## src/design/swd_pkg.sv

```systemverilog
// Shared types and constants for the sliding-window 1-D DBSCAN labeler.
`default_nettype none
package swd_pkg;

    localparam int SWD_WINDOW_DEPTH = 64;
    localparam int SWD_MAG_W        = 24;
    localparam int SWD_EPS_W        = 23;
    localparam int SWD_CNT_CFG_W    = 7;
    localparam int SWD_LABEL_W      = 8;
    localparam int SWD_CFG_DW       = 23;
    localparam int SWD_CFG_AW       = 2;

    localparam logic [SWD_CFG_AW-1:0] CFG_EPSILON     = 2'd0;
    localparam logic [SWD_CFG_AW-1:0] CFG_MIN_POINTS  = 2'd1;
    localparam logic [SWD_CFG_AW-1:0] CFG_WINDOW_SIZE = 2'd2;

    localparam logic [SWD_EPS_W-1:0]     EPS_RESET   = 23'd400;
    localparam logic [SWD_CNT_CFG_W-1:0] MINP_RESET  = 7'd3;
    localparam logic [SWD_CNT_CFG_W-1:0] WSIZE_RESET = 7'd64;

    localparam logic signed [SWD_LABEL_W-1:0] SWD_NOISE_LABEL = -8'sd1;

    typedef enum logic [1:0] {
        PH_CORE,
        PH_NEAR,
        PH_ID
    } t_phase;

    // One command from the controller to the datapath.
    typedef struct packed {
        logic   valid;
        logic   first;
        logic   last;
        logic   load;
        logic   decide;
        logic   out_load;
        t_phase phase;
    } t_cmd;

    typedef struct packed {
        logic out_free;
    } t_stat;

endpackage
`default_nettype wire

```

## src/design/swd_ctrl.sv

```systemverilog
// Sequencer for the core, nearest-core and cluster-number sweeps.
`default_nettype none
module swd_ctrl import swd_pkg::*; #(
    parameter int DEPTH = SWD_WINDOW_DEPTH,
    localparam int AW = $clog2(DEPTH),
    localparam int SW = $clog2(DEPTH + 1)
) (
    input  wire logic          i_clk,
    input  wire logic          i_rst_n,
    input  wire logic          i_in_accept,
    input  wire logic [SW-1:0] i_fill,
    input  wire t_stat         i_stat,
    output logic               o_ready,
    output t_cmd               o_cmd,
    output logic [AW-1:0]      o_addr,
    output logic [AW-1:0]      o_idx
);

    typedef enum logic [3:0] {
        ST_IDLE,
        ST_C_LOAD,
        ST_C_SWEEP,
        ST_C_DRAIN,
        ST_A_SWEEP,
        ST_A_DRAIN,
        ST_DECIDE,
        ST_B_LOAD,
        ST_B_SWEEP,
        ST_B_DRAIN,
        ST_DONE
    } t_state;

    t_state        r_state;
    logic          r_ready;
    t_cmd          r_cmd;
    logic [AW-1:0] r_addr;
    logic [AW-1:0] r_idx;
    logic [AW-1:0] r_i;
    logic [AW-1:0] r_j;
    logic          last_j;
    logic          last_i;

    assign last_j = (SW'(r_j) == i_fill - SW'(1));
    assign last_i = (SW'(r_i) == i_fill - SW'(1));

    always_ff @(posedge i_clk) begin
        if (!i_rst_n) begin
            r_state <= ST_IDLE;
            r_ready <= 1'b1;
            r_cmd   <= '0;
            r_addr  <= '0;
            r_idx   <= '0;
            r_i     <= '0;
            r_j     <= '0;
        end else begin
            r_cmd <= '0;
            unique case (r_state)
                ST_IDLE: begin
                    if (i_in_accept) begin
                        r_ready <= 1'b0;
                        r_i     <= '0;
                        r_state <= ST_C_LOAD;
                    end
                end
                ST_C_LOAD, ST_B_LOAD: begin
                    r_cmd.load  <= 1'b1;
                    r_cmd.phase <= (r_state == ST_C_LOAD) ? PH_CORE : PH_ID;
                    r_addr      <= r_i;
                    r_idx       <= r_i;
                    r_j         <= '0;
                    r_state     <= (r_state == ST_C_LOAD) ? ST_C_SWEEP : ST_B_SWEEP;
                end
                ST_C_SWEEP, ST_B_SWEEP: begin
                    r_cmd.valid <= 1'b1;
                    r_cmd.first <= (r_j == '0);
                    r_cmd.last  <= last_j;
                    r_cmd.phase <= (r_state == ST_C_SWEEP) ? PH_CORE : PH_ID;
                    r_addr      <= r_j;
                    r_idx       <= r_i;
                    if (last_j) begin
                        if (last_i) begin
                            r_state <= (r_state == ST_C_SWEEP) ? ST_C_DRAIN : ST_B_DRAIN;
                        end else begin
                            r_i     <= r_i + AW'(1);
                            r_state <= (r_state == ST_C_SWEEP) ? ST_C_LOAD : ST_B_LOAD;
                        end
                    end else begin
                        r_j <= r_j + AW'(1);
                    end
                end
                ST_C_DRAIN: begin
                    r_j     <= '0;
                    r_state <= ST_A_SWEEP;
                end
                ST_A_SWEEP: begin
                    r_cmd.valid <= 1'b1;
                    r_cmd.first <= (r_j == '0);
                    r_cmd.last  <= last_j;
                    r_cmd.phase <= PH_NEAR;
                    r_addr      <= r_j;
                    if (last_j) begin
                        r_state <= ST_A_DRAIN;
                    end else begin
                        r_j <= r_j + AW'(1);
                    end
                end
                ST_A_DRAIN: begin
                    r_state <= ST_DECIDE;
                end
                ST_DECIDE: begin
                    r_cmd.decide <= 1'b1;
                    r_i          <= '0;
                    r_state      <= ST_B_LOAD;
                end
                ST_B_DRAIN: begin
                    r_state <= ST_DONE;
                end
                ST_DONE: begin
                    if (i_stat.out_free) begin
                        r_cmd.out_load <= 1'b1;
                        r_ready        <= 1'b1;
                        r_state        <= ST_IDLE;
                    end
                end
                default: begin
                    r_state <= ST_IDLE;
                end
            endcase
        end
    end

    assign o_ready = r_ready;
    assign o_cmd   = r_cmd;
    assign o_addr  = r_addr;
    assign o_idx   = r_idx;

endmodule
`default_nettype wire

```

## src/design/swd_dp.sv

```systemverilog
// Window memory, core flags, configuration and the single comparator datapath.
`default_nettype none
module swd_dp import swd_pkg::*; #(
    parameter int DEPTH = SWD_WINDOW_DEPTH,
    localparam int AW = $clog2(DEPTH),
    localparam int SW = $clog2(DEPTH + 1)
) (
    input  wire logic                          i_clk,
    input  wire logic                          i_rst_n,
    input  wire logic                          i_cfg_wr_en,
    input  wire logic [SWD_CFG_AW-1:0]         i_cfg_addr,
    input  wire logic [SWD_CFG_DW-1:0]         i_cfg_data,
    input  wire logic                          i_in_accept,
    input  wire logic signed [SWD_MAG_W-1:0]   i_mag,
    input  wire t_cmd                          i_cmd,
    input  wire logic [AW-1:0]                 i_addr,
    input  wire logic [AW-1:0]                 i_idx,
    input  wire logic                          i_out_ready,
    output logic [SW-1:0]                      o_fill,
    output t_stat                              o_stat,
    output logic                               o_out_valid,
    output logic signed [SWD_LABEL_W-1:0]      o_label
);

    localparam int DW = SWD_MAG_W + 1;

    logic signed [SWD_MAG_W-1:0] r_mem [DEPTH];
    logic                        r_core [DEPTH];

    logic [SWD_EPS_W-1:0]     r_eps;
    logic [SWD_CNT_CFG_W-1:0] r_minp;
    logic [SWD_CNT_CFG_W-1:0] r_ws;
    logic [SW-1:0]            r_fill;
    logic [AW-1:0]            r_oldest;
    logic signed [SWD_MAG_W-1:0] r_v;

    logic signed [SWD_MAG_W-1:0] r_rd;
    logic                        r_crd;
    t_cmd                        r_dcmd;
    logic [AW-1:0]               r_dj;
    logic [AW-1:0]               r_di;
    logic signed [SWD_MAG_W-1:0] r_xi;
    logic                        r_ci;

    logic [SW-1:0]               r_cnt;
    logic                        r_vcore, r_hp, r_hn;
    logic signed [SWD_MAG_W-1:0] r_p, r_nx, r_c;
    logic                        r_none;
    logic                        r_blk, r_dup;
    logic [SW-1:0]               r_id;
    logic                        r_oval;
    logic signed [SWD_LABEL_W-1:0] r_out;

    logic [SW-1:0]   size;
    logic            full;
    logic [AW-1:0]   waddr;
    logic signed [DW-1:0] eps_s, d, g, dp_d, dn_d;
    logic            in_eps, blk_hit, dup_hit;
    logic [SW-1:0]   n_cnt;
    logic            core_we, core_flag;
    logic            b_vcore, b_hp, b_hn, n_blk, n_dup, pin, nin;
    logic signed [SWD_MAG_W-1:0] b_p, b_nx;

    // Effective window size: zero counts as one, large values saturate.
    always_comb begin
        if (r_ws == '0) begin
            size = SW'(1);
        end else if (int'(r_ws) > DEPTH) begin
            size = SW'(DEPTH);
        end else begin
            size = SW'(r_ws);
        end
    end

    assign full  = (r_fill >= size);
    assign waddr = full ? r_oldest : r_fill[AW-1:0];

    assign eps_s   = signed'({2'b00, r_eps});
    assign d       = DW'(r_rd) - DW'(r_xi);
    assign g       = DW'(r_xi) - DW'(r_rd);
    assign in_eps  = (d <= eps_s) && (d >= -eps_s);
    assign blk_hit = r_crd && (g > 0) && (g <= eps_s);
    assign dup_hit = r_crd && (r_rd == r_xi) && (r_dj < r_di);

    assign n_cnt     = (r_dcmd.first ? SW'(0) : r_cnt) + SW'(in_eps);
    assign core_flag = (int'(n_cnt) >= int'(r_minp));
    assign core_we   = r_dcmd.valid && r_dcmd.last && (r_dcmd.phase == PH_CORE);

    assign b_vcore = r_dcmd.first ? 1'b0 : r_vcore;
    assign b_hp    = r_dcmd.first ? 1'b0 : r_hp;
    assign b_hn    = r_dcmd.first ? 1'b0 : r_hn;
    assign b_p     = r_p;
    assign b_nx    = r_nx;
    assign n_blk   = (r_dcmd.first ? 1'b0 : r_blk) | blk_hit;
    assign n_dup   = (r_dcmd.first ? 1'b0 : r_dup) | dup_hit;

    assign dp_d = DW'(r_v) - DW'(r_p);
    assign dn_d = DW'(r_nx) - DW'(r_v);
    assign pin  = r_hp && (dp_d <= eps_s);
    assign nin  = r_hn && (dn_d <= eps_s);

    always_ff @(posedge i_clk) begin
        if (i_in_accept) begin
            r_mem[waddr] <= i_mag;
        end
        r_rd <= r_mem[i_addr];
        if (core_we) begin
            r_core[r_di] <= core_flag;
        end
        r_crd <= r_core[i_addr];
    end

    always_ff @(posedge i_clk) begin
        r_dj <= i_addr;
        r_di <= i_idx;
        if (i_in_accept) begin
            r_v <= i_mag;
        end
        if (r_dcmd.load) begin
            r_xi <= r_rd;
            r_ci <= r_crd;
        end
        if (r_dcmd.valid && r_dcmd.phase == PH_CORE) begin
            r_cnt <= n_cnt;
        end
        if (r_dcmd.valid && r_dcmd.phase == PH_NEAR) begin
            r_vcore <= b_vcore | (r_crd && r_rd == r_v);
            r_hp    <= b_hp;
            r_hn    <= b_hn;
            if (r_crd && r_rd < r_v && (!b_hp || r_rd > b_p)) begin
                r_hp <= 1'b1;
                r_p  <= r_rd;
            end
            if (r_crd && r_rd > r_v && (!b_hn || r_rd < b_nx)) begin
                r_hn <= 1'b1;
                r_nx <= r_rd;
            end
        end
        if (r_dcmd.valid && r_dcmd.phase == PH_ID) begin
            r_blk <= n_blk;
            r_dup <= n_dup;
        end
        if (r_dcmd.decide) begin
            // Ties between the two neighboring cores go to the lower one.
            if (r_vcore) begin
                r_c <= r_v;
            end else if (pin && (!nin || dp_d <= dn_d)) begin
                r_c <= r_p;
            end else if (nin) begin
                r_c <= r_nx;
            end else begin
                r_c <= r_v;
            end
            r_none <= !r_vcore && !pin && !nin;
        end
        if (r_dcmd.out_load) begin
            r_out <= r_none ? SWD_NOISE_LABEL : SWD_LABEL_W'(r_id);
        end
    end

    always_ff @(posedge i_clk) begin
        if (!i_rst_n) begin
            r_eps    <= EPS_RESET;
            r_minp   <= MINP_RESET;
            r_ws     <= WSIZE_RESET;
            r_fill   <= '0;
            r_oldest <= '0;
            r_dcmd   <= '0;
            r_id     <= '0;
            r_oval   <= 1'b0;
        end else begin
            r_dcmd <= i_cmd;
            if (i_cfg_wr_en) begin
                case (i_cfg_addr)
                    CFG_EPSILON:    r_eps  <= i_cfg_data[SWD_EPS_W-1:0];
                    CFG_MIN_POINTS: r_minp <= i_cfg_data[SWD_CNT_CFG_W-1:0];
                    CFG_WINDOW_SIZE: begin
                        r_ws     <= i_cfg_data[SWD_CNT_CFG_W-1:0];
                        r_fill   <= '0;
                        r_oldest <= '0;
                    end
                    default: ;
                endcase
            end
            if (i_in_accept) begin
                if (!full) begin
                    r_fill <= r_fill + SW'(1);
                end else if (SW'(r_oldest) == size - SW'(1)) begin
                    r_oldest <= '0;
                end else begin
                    r_oldest <= r_oldest + AW'(1);
                end
            end
            if (r_dcmd.decide) begin
                r_id <= '0;
            end else if (r_dcmd.valid && r_dcmd.last && r_dcmd.phase == PH_ID) begin
                // A distinct core with no core just below it opens a new cluster.
                if (r_ci && r_xi <= r_c && !n_blk && !n_dup) begin
                    r_id <= r_id + SW'(1);
                end
            end
            if (r_dcmd.out_load) begin
                r_oval <= 1'b1;
            end else if (i_out_ready) begin
                r_oval <= 1'b0;
            end
        end
    end

    assign o_fill          = r_fill;
    assign o_stat.out_free = !r_oval || i_out_ready;
    assign o_out_valid     = r_oval;
    assign o_label         = r_out;

endmodule
`default_nettype wire

```

## src/design/sliding_window_dbscan_1d.sv

```systemverilog
// Sliding-window 1-D DBSCAN labeler: top level.
// Usage:
//   The slave stream carries one event magnitude per request (signed, 1/8 VA).
//   Each request is appended to a window of the last window_size events, the
//   window is clustered, and one label for the newest event leaves on the
//   master stream: 1 upward by magnitude rank, or -1 for noise.
//   The configuration port writes epsilon, min_points and window_size by index;
//   writing window_size empties the window.
// Sequencing:
//   A new request is not taken until the label for the last one is done. One
//   comparator walks the window memory one entry per cycle: a full pass per
//   entry for the neighbor counts, one pass for the nearest cores, and a full
//   pass per entry again for the cluster numbering.
// Reset and stalls:
//   Reset empties the window and loads the register defaults. The result sits
//   in an output register, so a new request is taken while it waits; if the
//   receiver still stalls when the next label is done, the block holds it.
`default_nettype none
module sliding_window_dbscan_1d import swd_pkg::*; #(
    parameter int WINDOW_DEPTH = SWD_WINDOW_DEPTH
) (
    input  wire logic                   i_clk,
    input  wire logic                   i_rst_n,
    input  wire logic                   s_axis_tvalid,
    output logic                        s_axis_tready,
    input  wire logic [23:0]            s_axis_tdata,   // [23:0] magnitude
    output logic                        m_axis_tvalid,
    input  wire logic                   m_axis_tready,
    output logic [7:0]                  m_axis_tdata,   // [7:0] cluster_label
    input  wire logic                   i_cfg_wr_en,
    input  wire logic [SWD_CFG_AW-1:0]  i_cfg_addr,
    input  wire logic [SWD_CFG_DW-1:0]  i_cfg_data
);

    localparam int AW = $clog2(WINDOW_DEPTH);
    localparam int SW = $clog2(WINDOW_DEPTH + 1);

    logic                          w_accept;
    logic                          w_ready;
    t_cmd                          w_cmd;
    t_stat                         w_stat;
    logic [AW-1:0]                 w_addr;
    logic [AW-1:0]                 w_idx;
    logic [SW-1:0]                 w_fill;
    logic signed [SWD_LABEL_W-1:0] w_label;

    assign s_axis_tready = w_ready;
    assign w_accept      = s_axis_tvalid && w_ready;
    assign m_axis_tdata  = w_label;

    swd_ctrl #(.DEPTH(WINDOW_DEPTH)) u_ctrl (
        .i_clk       (i_clk),
        .i_rst_n     (i_rst_n),
        .i_in_accept (w_accept),
        .i_fill      (w_fill),
        .i_stat      (w_stat),
        .o_ready     (w_ready),
        .o_cmd       (w_cmd),
        .o_addr      (w_addr),
        .o_idx       (w_idx)
    );

    swd_dp #(.DEPTH(WINDOW_DEPTH)) u_dp (
        .i_clk       (i_clk),
        .i_rst_n     (i_rst_n),
        .i_cfg_wr_en (i_cfg_wr_en),
        .i_cfg_addr  (i_cfg_addr),
        .i_cfg_data  (i_cfg_data),
        .i_in_accept (w_accept),
        .i_mag       (signed'(s_axis_tdata)),
        .i_cmd       (w_cmd),
        .i_addr      (w_addr),
        .i_idx       (w_idx),
        .i_out_ready (m_axis_tready),
        .o_fill      (w_fill),
        .o_stat      (w_stat),
        .o_out_valid (m_axis_tvalid),
        .o_label     (w_label)
    );

    a_one_at_a_time: assert property (@(posedge i_clk) disable iff (!i_rst_n)
        w_accept |=> !s_axis_tready)
        else $error("request taken while a label is still being computed");

    a_label_nonzero: assert property (@(posedge i_clk) disable iff (!i_rst_n)
        m_axis_tvalid |-> (m_axis_tdata != 8'd0))
        else $error("label zero is never a valid cluster number");

    a_window_filled: assert property (@(posedge i_clk) disable iff (!i_rst_n)
        w_accept |=> (w_fill != '0))
        else $error("window empty after an event was stored");

endmodule
`default_nettype wire
```

## config.mk

```make
export PLATFORM = sky130hd
export DESIGN_NAME = sliding_window_dbscan_1d
export DESIGN_NICKNAME = d
export VERILOG_FILES = /design/src/design/swd_pkg.sv /design/src/design/swd_ctrl.sv /design/src/design/swd_dp.sv /design/src/design/sliding_window_dbscan_1d.sv
export SDC_FILE = /design/constraint.sdc
export NUM_CORES = 2
export LEC_CHECK = 0
export ABC_AREA = 1
export ABC_CLOCK_PERIOD_IN_PS = 9400
export BUFFER_PORTS_ARGS = -buffer_cell sky130_fd_sc_hd__buf_4
export CORE_MARGIN = 1.5
export CORE_UTILIZATION = 41
export CTS_CLUSTER_SIZE = 10
export DETAILED_ROUTE_END_ITERATION = 16
export HOLD_SLACK_MARGIN = 0.08
export SKIP_CTS_REPAIR_TIMING = 1
export SLEW_MARGIN = 15
export SYNTH_ARGS = -nofsm -noshare
export SYNTH_HDL_FRONTEND = slang
export SYNTH_SLANG_ARGS = --single-unit
export TNS_END_PERCENT = 50
```

## constraint.sdc

```tcl
create_clock -name i_clk -period 9.4 [get_ports i_clk]
set_input_delay 2.82 -clock i_clk [delete_from_list [all_inputs] [get_ports i_clk]]
set_output_delay 2.82 -clock i_clk [all_outputs]
set_load 0.01 [all_outputs]
```

==> flow_summary.json <==
{
  "start_util": 0.413,
  "antenna_cells": 0,
  "layout_common_cells": "1742 x edfxtp_1, 1285 x nor2_1, 1106 x o21ai_0",
  "grt_usage": 0.243,
  "worstMarginPinSlew_ps": 1190,
  "avgSynthCellArea_sq_um": 11.0,
  "floorplan.die.height_um": 460,
  "fin_crit_sh": 0.810,
  "grt_use_met1": 0.324,
  "async_reset_ff_frac": 0,
  "min-delay-start": "u_ctrl.o_idx[0]",
  "required_ps": 10010,
  "crit_path_max_incr_delay_ps": 780,
  "num_io_pins": 64,
  "synth_edf_count": 1742,
  "yosysUniqueCellTypes": 58,
  "ctsRootBufferMaster": "clkbuf_16",
  "drtIter0Drc": 6473,
  "grt_pass1_wl_mm": 384,
  "outcome": "finished clean",
  "coreArea_sq_mm": 0.207,
  "die_w_um": 460,
  "met3_usage": 0.0359,
  "grt_overflow": 0,
  "ys_seq_elements": 1882,
  "first_global_vias": 58621,
  "netlist_area_sq_mm": 0.0856,
  "cpMostUsedCell": "nand2_1",
  "grt_start_max_net_pins": 164,
  "startpoint": "u_dp.r_rd[0]",
  "remaining_drc_errors": 0,
  "syn_to_final_growth_pct": 11.1,
  "final_core_util": 0.459,
  "ant_nets": 0,
  "clk_latency_ps": 870,
  "port_buffers": 63,
  "cts_tree": "yes",
  "place.gp.congestion": 0.906,
  "wirelength_mm": 262,
  "grt.met2_usage": 0.397,
  "slowest_stage": "o21ai_4",
  "fin_tns_setup_ps": 0,
  "drv_cap": 0,
  "synth.net_count": 8208,
  "dp_hpwl_mm": 155,
  "finalCriticalPeriod_ps": 7610,
  "hold_viol": 0,
  "crit_path_end_kind": "register",
  "die-area_sq_mm": 0.212,
  "ys_seq_area_frac": 0.643,
  "arrival_ps": 8220,
  "final-instance-count-excl-fill": 10639,
  "fmax_mhz": 131,
  "rr_startpoint": "u_dp.r_rd[0]",
  "ys.flop_type": "edfxtp_1",
  "setup.worst_path.start_class": "register",
  "antenna_found_initial": 6,
  "path_class": "reg -> reg",
  "power.leakage_nw": 34.3,
  "peakVddDrop_v": 0.000169,
  "design_area_sq_mm": 0.0952,
  "cp_max_fo": 41,
  "routedWlPerCell_um": 24.6,
  "relSlewSlack": 0.197,
  "synth_cells": 7787,
  "drt-pass1-iter-count": 8,
  "grt_setup_unrepaired": "no",
  "p_per_area_mw_per_mm2": 251,
  "setup_viol": 0,
  "drive_gt1_frac": 0.0681,
  "ys.warnings.count": 0,
  "cts_buffer_depth": 3,
  "final_nets": 8209,
  "n_fill_cell": 18981,
  "slew_viol_final": 0,
  "cts_sinks": 1882,
  "final_common_cell": "edfxtp_1",
  "fp-row-count": 167,
  "cts-buffers-inserted": 211,
  "hold_class": "reg -> reg",
  "placed_area_sq_mm": 0.0893,
  "vias_per_cell": 5.72,
  "cts_max_level": 4,
  "fin_skew_ps": 63.3,
  "vias": 60819,
  "fin_hold_ws_ps": 352,
  "cts.clk_slew.worst_paths_ps": 60,
  "placed_cells": 10363,
  "grt_most_used_layer": "met2"
}
-- stage by stage --
| step | total power, W | worst slack [ps] |
|---|---|---|
| after floorplan | 0.0143 | 1550 |
| after global placement | 0.0166 | 1830 |
| after detailed placement | 0.0167 | 1860 |
| after CTS | 0.0240 | 1810 |
| after global routing | 0.0251 | 1140 |
| final | 0.0239 | 1790 |
-- worst paths after layout --
path,endpoint,slack [ps],cells past startpoint
worst max-delay path,u_dp.r_core[11],1790,31
worst min-delay path,u_dp.r_di[0],350,0
worst max register to register,u_dp.r_core[11],1790,31
worst min register to register,u_dp.r_di[0],350,0
-- flip-flops by register name (all words and copies together), names as in the netlist, 24 cells and up --
name	count
u_dp.r_rd	24
u_dp.r_v	24
u_dp.r_xi	24
u_dp.r_mem	1536
u_dp.b_nx	24
u_dp.b_p	24
u_dp.r_c	24
u_dp.r_core	64
-- cells in the mapped netlist, drive strengths merged (11+ instances only) --
library cell,count,area share
xnor2,22,0.0022
dfxtp,140,0.033
inv,521,0.023
clkbuf,310,0.014
nand4,53,0.0039
nor4,20,0.0015
o21ai,1126,0.066
edfxtp,1742,0.61
nand2,751,0.033
xor2,90,0.0092
a31oi,12,0.00088
buf,83,0.0050
ha,363,0.053
nand3,228,0.014
a21o,14,0.0012
o21bai,11,0.00096
a21oi,254,0.015
o21a,18,0.0016
nor3,58,0.0035
o22ai,427,0.031
nor2,1357,0.060
o32ai,18,0.0018
o211ai,34,0.0030
a211oi,14,0.0012
o221ai,66,0.0067
-- layer usage --
layer	vias to the layer above	routed length, um
li1	27914	-
met5	-	48
met1	29937	109000
met2	2532	122000
met3	430	19500
met4	6	10800
-- cells by family after synthesis --
| group | synth area share |
|---|---|
| xor gates and xnor gates | 0.0115 |
| buffers and inverters | 0.0415 |
| AOI/OAI and AO/OA | 0.132 |
| DFF | 0.643 |
| and+or+nand+nor | 0.117 |
| adders and majority gates | 0.0540 |
-- critical path: cells and delay by family, from the launching register on --
| family | cells | cell delay, ps |
|---|---|---|
| AO/OA/AOI/OAI | 8 | 2590 |
| adder cells (fa/ha/maj) | 6 | 1730 |
| buffers and inverters | 3 | 590 |
| flip-flops | 1 | 430 |
| AND/OR/NAND/NOR | 12 | 1410 |
| XOR/XNOR | 2 | 600 |
-- cell type report --
cell class,instances,area [sq um],share of cell area
clock inverter,24,374,0.00393
inverter,523,1980,0.0208
multi-input combinational,4989,27200,0.285
tap,2788,3490,0.0367
clock buffer,252,5530,0.0581
timing repair buffer,181,1500,0.0157
sequential,1882,55100,0.579
-- report_power, final --
| part | switching, W | internal, W | leakage (nW) |
|---|---|---|---|
| combinational | 0.00477 | 0.00204 | 14.6 |
| sequential | 0.000270 | 0.00948 | 16.8 |
| clock | 0.00323 | 0.00410 | 2.87 |
| total | 0.00827 | 0.0156 | 34.3 |
Note: power is estimated with default switching activity, not from simulation.
